$ cat src/rtl/life_automaton_grid_defines.svh
// Assertion macros used by the life grid top level.
`ifndef LIFE_AUTOMATON_GRID_DEFINES_SVH
`define LIFE_AUTOMATON_GRID_DEFINES_SVH

// Same-cycle implication, sampled on clk and disabled during reset.
`define LAG_ASSERT_NOW(lbl, ante, cons, msg) \
	lbl: assert property (@(posedge clk) disable iff (!arst_n) (ante) |-> (cons)) \
		else $error(msg);

// Next-cycle implication, sampled on clk and disabled during reset.
`define LAG_ASSERT_NEXT(lbl, ante, cons, msg) \
	lbl: assert property (@(posedge clk) disable iff (!arst_n) (ante) |=> (cons)) \
		else $error(msg);

`endif

$ cat src/rtl/lag_pkg.sv
// Types, constants and the cell rule shared by the life grid top level, controller and datapath.
package lag_pkg;

	localparam int CFG_W      = 7;
	localparam int IDX_W      = 6;
	localparam int CELL_W     = 64;
	localparam int APB_ADDR_W = 3;
	localparam int APB_DATA_W = 32;

	localparam logic [CFG_W-1:0] CFG_RESET = 7'd10;

	localparam logic OP_SET  = 1'b0;
	localparam logic OP_STEP = 1'b1;

	localparam logic STATUS_OK  = 1'b0;
	localparam logic STATUS_BAD = 1'b1;

	localparam logic REG_ROW_COUNT = 1'b0;
	localparam logic REG_COL_COUNT = 1'b1;

	typedef struct packed {
		logic             op;
		logic [IDX_W-1:0] cell_row;
		logic [IDX_W-1:0] cell_col;
	} lag_item_t;

	typedef struct packed {
		logic [CELL_W-1:0] row_cells;
		logic [IDX_W-1:0]  row_index;
		logic              status;
		logic              last;
	} lag_result_t;

	typedef enum logic [2:0] {
		ST_IDLE,
		ST_SET_RD,
		ST_SET_WR,
		ST_STEP_RD,
		ST_STEP_DRAIN,
		ST_STEP_FLUSH
	} lag_state_t;

	typedef struct packed {
		logic set_load;
		logic step_load;
		logic set_rd;
		logic set_commit;
		logic step_rd;
		logic flush;
	} lag_cmd_t;

	typedef struct packed {
		logic rd_last;
	} lag_sts_t;

	// B3/S23 rule for one cell, given the three columns around it in the rows above,
	// at and below it.
	function automatic logic next_cell(logic [2:0] up, logic [2:0] mid, logic [2:0] dn);
		logic [3:0] n;
		n = 4'(up[0]) + 4'(up[1]) + 4'(up[2]) + 4'(mid[0]) + 4'(mid[2])
			+ 4'(dn[0]) + 4'(dn[1]) + 4'(dn[2]);
		return (n == 4'd3) || ((n == 4'd2) && mid[1]);
	endfunction

endpackage

$ cat src/rtl/lag_ctrl.sv
// Controller state machine that sequences set and step items.
module lag_ctrl (
	input  logic              clk,
	input  logic              arst_n,
	input  logic              start,
	input  logic              op,
	input  lag_pkg::lag_sts_t sts,
	output lag_pkg::lag_cmd_t cmd,
	output logic              busy
);

	lag_pkg::lag_state_t state_q;
	lag_pkg::lag_state_t state_d;

	always_ff @(posedge clk or negedge arst_n) begin
		if (!arst_n) begin
			state_q <= lag_pkg::ST_IDLE;
		end else begin
			state_q <= state_d;
		end
	end

	always_comb begin
		state_d = state_q;
		case (state_q)
			lag_pkg::ST_IDLE: begin
				if (start) begin
					state_d = (op == lag_pkg::OP_STEP) ? lag_pkg::ST_STEP_RD : lag_pkg::ST_SET_RD;
				end
			end
			lag_pkg::ST_SET_RD:     state_d = lag_pkg::ST_SET_WR;
			lag_pkg::ST_SET_WR:     state_d = lag_pkg::ST_IDLE;
			lag_pkg::ST_STEP_RD: begin
				if (sts.rd_last) begin
					state_d = lag_pkg::ST_STEP_DRAIN;
				end
			end
			lag_pkg::ST_STEP_DRAIN: state_d = lag_pkg::ST_STEP_FLUSH;
			lag_pkg::ST_STEP_FLUSH: state_d = lag_pkg::ST_IDLE;
			default:                state_d = lag_pkg::ST_IDLE;
		endcase
	end

	always_comb begin
		cmd  = '0;
		busy = 1'b1;
		case (state_q)
			lag_pkg::ST_IDLE: begin
				busy          = 1'b0;
				cmd.set_load  = start && (op == lag_pkg::OP_SET);
				cmd.step_load = start && (op == lag_pkg::OP_STEP);
			end
			lag_pkg::ST_SET_RD:     cmd.set_rd = 1'b1;
			lag_pkg::ST_SET_WR:     cmd.set_commit = 1'b1;
			lag_pkg::ST_STEP_RD:    cmd.step_rd = 1'b1;
			lag_pkg::ST_STEP_DRAIN: cmd = '0;
			lag_pkg::ST_STEP_FLUSH: cmd.flush = 1'b1;
			default:                busy = 1'b1;
		endcase
	end

endmodule

$ cat config.mk
export PLATFORM = sky130hd
export DESIGN_NAME = lag_ctrl
export DESIGN_NICKNAME = d
export VERILOG_FILES = /design/src/rtl/life_automaton_grid_defines.svh /design/src/rtl/lag_pkg.sv /design/src/rtl/lag_ctrl.sv
export SDC_FILE = /design/constraint.sdc
export NUM_CORES = 1
export LEC_CHECK = 0
export BUFFER_PORTS_ARGS = -buffer_cell sky130_fd_sc_hd__buf_2
export CORE_AREA = 2 2 39 41
export DETAILED_ROUTE_END_ITERATION = 10
export DIE_AREA = 0 0 41 43
export SLEW_MARGIN = 20
export SYNTH_ARGS = -nofsm -noshare
export SYNTH_HDL_FRONTEND = slang
export SYNTH_SLANG_ARGS = --single-unit
$ cat constraint.sdc
create_clock -name clk -period 1.2 [get_ports clk]
set_clock_uncertainty 0.15 [all_clocks]
set_input_delay 0.06 -clock clk [delete_from_list [all_inputs] [get_ports clk]]
set_output_delay 0.06 -clock clk [all_outputs]
set_load 0.02 [all_outputs]
# Word-level counts from Yosys, hierarchy flattened
# Index checks and enable logic that the tools add are counted.
[op_classes]
eq_ne = 7
mux = 10
bitwise = 1
n_reduce_logical = 4
[ops]
columns = ["op", "n"]
rows = [
  ["$pmux 3 s4", 1],
  ["$eq 3x2->1 const B", 2],
  ["$eq 3x3->1 const B", 2],
  ["$mux 3", 2],
  ["$mux 1", 5],
  ["$mux 2", 2],
  ["$ne 2x2->1 const B", 2],
  ["$eq 3x1->1 const B", 1],
  ["$logic_not 3->1", 1],
  ["$logic_and 1x1->1", 2],
  ["$reduce_and 2->1", 1],
  ["$not 1->1", 1],
]
[word_totals]
ff_bits = 3
in_bits = 5
out_inout_bits = 7
elab_cells = 23

# Depth between registers and ports, before layout
[depth]
ltp_word = 3
mapped_depth = 4
mapped_depth_nobuf = 3

# Worst setup path after synthesis
# Ideal clock, no wire load.
[synth_path]
kind = "register to output"
startpoint = "register state_q[1]"
endpoint = "output cmd[5] (netlist bit)"
t_arrival_ps = 1095
required_time_ps = 990
path_slack_ps = -105
stages_incl_launch_ff = 5
path_buffers = 1
path_cell_list = "dfrtp_1 buf_6 nor3_2 inv_2 nor3b_2"
[synth_rtl]
columns = ["item", "line", "rtl"]
rows = [
  ["start, declared", "lag_ctrl.sv:12", "lag_pkg::lag_state_t state_q;"],
  ["start signal, assigned", "lag_ctrl.sv:17", "state_q <= lag_pkg::ST_IDLE;"],
  ["start signal, assigned", "lag_ctrl.sv:19", "state_q <= state_d;"],
  ["end, declared", "lag_ctrl.sv:8", "output lag_pkg::lag_cmd_t cmd,"],
]

==> results <==
- The flow ran to the end, but the final reports show violations.
- The checks that failed: negative setup slack.
- Summed over all nets, the half-perimeter wirelength after detailed placement is 377 microns.
- The number of top-level pins is 12.
- The depth of the worst register-to-register path is 4.
- The met2 layer usage reported by global route is 10.6%.
- The worst endpoint required time is 0.99 ns.
- The buffer depth of the longest clock path is 2.
- Timing would allow up to 0.696 GHz.
- The fraction of met3 tracks used by global routing is 7.33%.
- The detail route stage leaves a number of antenna-violating nets equal to 0.
- The area growth from synthesis to layout is 118%.
- The number of global-route vias before repair was 212.
- Detailed routing inserted a total of 244 vias.
- In this run the critical register-to-register path is launched from state_q[2]$_DFFE_PN0P_.
- The setup slack after placement is -0.0294 ns.
- Of the cells placed in the final design, the portion with a size suffix greater than 1 is 63.6%.
- For met1 alone, demand over resource in global routing was under 10%.
- The launch point of the critical path is state_q[1]$_DFFE_PN0P_.
- Across all hold checks on the routed design, the worst slack comes to 0.252 ns.
- The internal reg-to-reg setup slack is 0 ns.
- The net count of the mapped netlist is 25.
- The total iterations of the first detailed-routing run is 1.
- The floorplan die height is 43 microns.
- By area the synthesized netlist is led by dfrtp_1 (37%), nor3b_1 (11%), nand3b_1 (7.3%).
- The overall die width is 41 microns.
- The worst vdd rail ir drop is 595 uV.
- Setup repair after global routing could not meet its margin everywhere.
- During synthesis, Yosys emitted a total of 0 warnings.
- The largest registers in the layout are state_q x3.
- The overflow left after global routing is 0.
- The launching element type of the critical path is a register.
- The data arrival at the endpoint of the critical path is between 1 and 1.5 ns.
- The TritonCTS clock tree is done.
- The total global routing track utilization is under 10%.
- The number of diodes added for antenna fixing is 0.
- The floorplan core area is 0.00138 sq mm.
- The number of buffers added on ports is 11.
- The dominant cell type by area after synthesis is dfrtp_1.
- The worst setup path is captured at a primary output.
- The maximum net fanout on the critical path is 2.
- Counting the buffers created by CTS gives 3.
- The critical path class is reg2out.
- The kind of path behind the tightest hold check is in2out.
- The number of library cell types mapped by synthesis is 14.
- The initial antenna violation count is 0.
- The pin count of the biggest net entering global routing is 9.
- The share of synthesized area occupied by flip-flops and latches is between 30% and 40%.
- CTS built an H-tree with a depth of 1.
- The endpoint of the most critical setup path is cmd[5].
- The final period utilization is 120%.
- At the end of the flow, the number of nets in the layout was 50.
- In this run the power density over the cells is approximately 2300 mW/mm^2.
- The minimum period implied by the final worst setup slack is 1.44 ns.
- Clock latency on the worst-skew pair, taken at its later pin, is 0.25 ns.
- The library cell used as clock root buffer is clkbuf_4.
- The register containing the most flip-flops in the final layout is state_q.
- The global-route wire length before repair is 910 microns.
- The die outline area is 0.00176 sq mm.
- By count the netlist is led by dfrtp_1 (3), nor3b_1 (3), inv_2 (2), nand3b_1 (2).
- After clock tree synthesis, the clock-pin slew on the worst setup and hold paths is ~0.040 ns.
- In the final routed layout, each cell accounts on average for approximately 9.5 microns.
- In the synthesized netlist the dominant register cell turns out to be dfrtp_1.
- The post-placement cell area is between 300 and 400 sq um.
- The busiest layer in global routing is met2.
- The number of max-cap violations is 0.
- The number of instances in the synthesized netlist is 20.
- The first routing iteration left 0 violations.
- The number of flip-flops in the largest register is 3.
- For this run, asynchronously set or reset flops after synthesis account for 100%.
- In the routed layout, each cell is associated on average with a via count of 4.07.
- For this design the static power due to leakage is 0.221 nW.
- The number of flops mapped to enable cells by yosys is 0.
- The tree built by TritonCTS fans out to 3 sinks.
- Summing every instance area after synthesis gives 205 sq um.
- The placer congestion estimate is between 0.7 and 0.8.
- The final wirelength is 570 microns.
- Averaged over all synthesized cells, the footprint is 10.3 sq um.
- In this run the biggest area consumer among cell types represents 36.6% of the synthesized area.
- The final instance area is around 450 sq um.
- Row generation in the floorplan step produced 14 rows.
- In this run the tightest slew margin relative to its limit is 87.8%.
- After detailed routing, the number of remaining DRC violations is 0.
- The final-report max-slew violation count came to 0.
- The endpoint identified for the worst register-to-register timing path is state_q[0]$_DFFE_PN0P_.
- The number of endpoints failing setup at the final stage is 8.
- The number of storage elements in the synthesis netlist is 3.
- The measured slew at the worst slew-check pin is roughly 0.18 ns.
- The initial utilization of the core area, before any placement, comes to 14.8%.
- The count of endpoints failing hold in the final timing report is 0.
- Across all setup checks in the final design, the least slack found is -0.237 ns.
-- kinds of logic after synthesis --
family                 after synthesis  synth area share, %
AOI/OAI and AO/OA                    4                 15.2
DFF                                  3                 36.6
buffers and inverters                3                 9.15
and+or+nand+nor                     10                 39.0
-- report_power, final --
| group | internal, mW | switching [mW] | leakage, nW |
|---|---|---|---|
| logic | 0.332 | 0.317 | 0.169 |
| clock network | 0.125 | 0.0626 | 0.0150 |
| registers | 0.146 | 0.0495 | 0.0373 |
| total | 0.604 | 0.429 | 0.221 |
-- metal layers --
metal | up-vias | share of wire, %
li1 | 120 | -
met1 | 114 | 39
met4 | 0 | 3.2
met5 | - | 0
met2 | 8 | 51
met3 | 2 | 6.7
-- through the flow --
stage | TNS (ns) | instances | utilization [%] | power, mW
4_1_cts | -1.25 | 60 | 31.2 | 1.00
6_report | -1.18 | 60 | 32.3 | 1.03
3_3_place_gp | -0.0208 | 49 | 22.1 | 0.708
5_1_grt | -1.81 | 60 | 32.3 | 1.12
2_1_floorplan | -0.0531 | 20 | - | 0.564
3_5_place_dp | -0.0294 | 49 | 22.1 | 0.716
-- cells in the final DEF (no fill, tap or decap), drive strengths merged --
cell         netlist  final
nor3               1      1
a21o               1      1
dlygate4sd3        0      6
and3               1      1
buf                1     15
and3b              1      1
nand3b             2      2
nor3b              4      4
dfrtp              3      3
a21oi              1      1
nor2               1      1
o32ai              1      1
inv                2      2
clkbuf             0      4
a21bo              1      1
-- critical path, cell delays in order (launching register included) --
cell and delay [ns]:
dfrtp_1 0.41, nor3_4 0.20, inv_2 0.07, nor3b_4 0.17, buf_6 0.14
-- layout make-up --
class                      count  area, sq um
multi-input combinational     14          141
inverter                       2         7.51
sequential                     3         76.3
tap                           16         20.0
timing repair buffer          21          175
clock buffer                   4         26.3
fill                         153          937
-- worst min path at each step --
| stage | slack, ns | depth (start not counted) | start | to |
|---|---|---|---|---|
| floorplan | -0.39 | 0 | arst_n | state_q[0]$_DFFE_PN0P_ |
| global placement | -0.29 | 1 | arst_n | state_q[1]$_DFFE_PN0P_ |
| detailed placement | -0.29 | 1 | arst_n | state_q[1]$_DFFE_PN0P_ |
| CTS | 0.25 | 3 | op | cmd[5] |
| global route | 0.27 | 3 | op | cmd[5] |
| finish | 0.25 | 3 | op | cmd[5] |
-- what timing repair did --
item                                    CTS  global route
endpoints found under the setup margin    7             9
buffers inserted                          1             1
hold buffers                              6             0
gates resized for setup                  10             3
pin swaps                                 3             1
gates cloned                              0             0
endpoints found under the hold margin     6             0
Note: power is estimated with default switching activity, not from simulation.
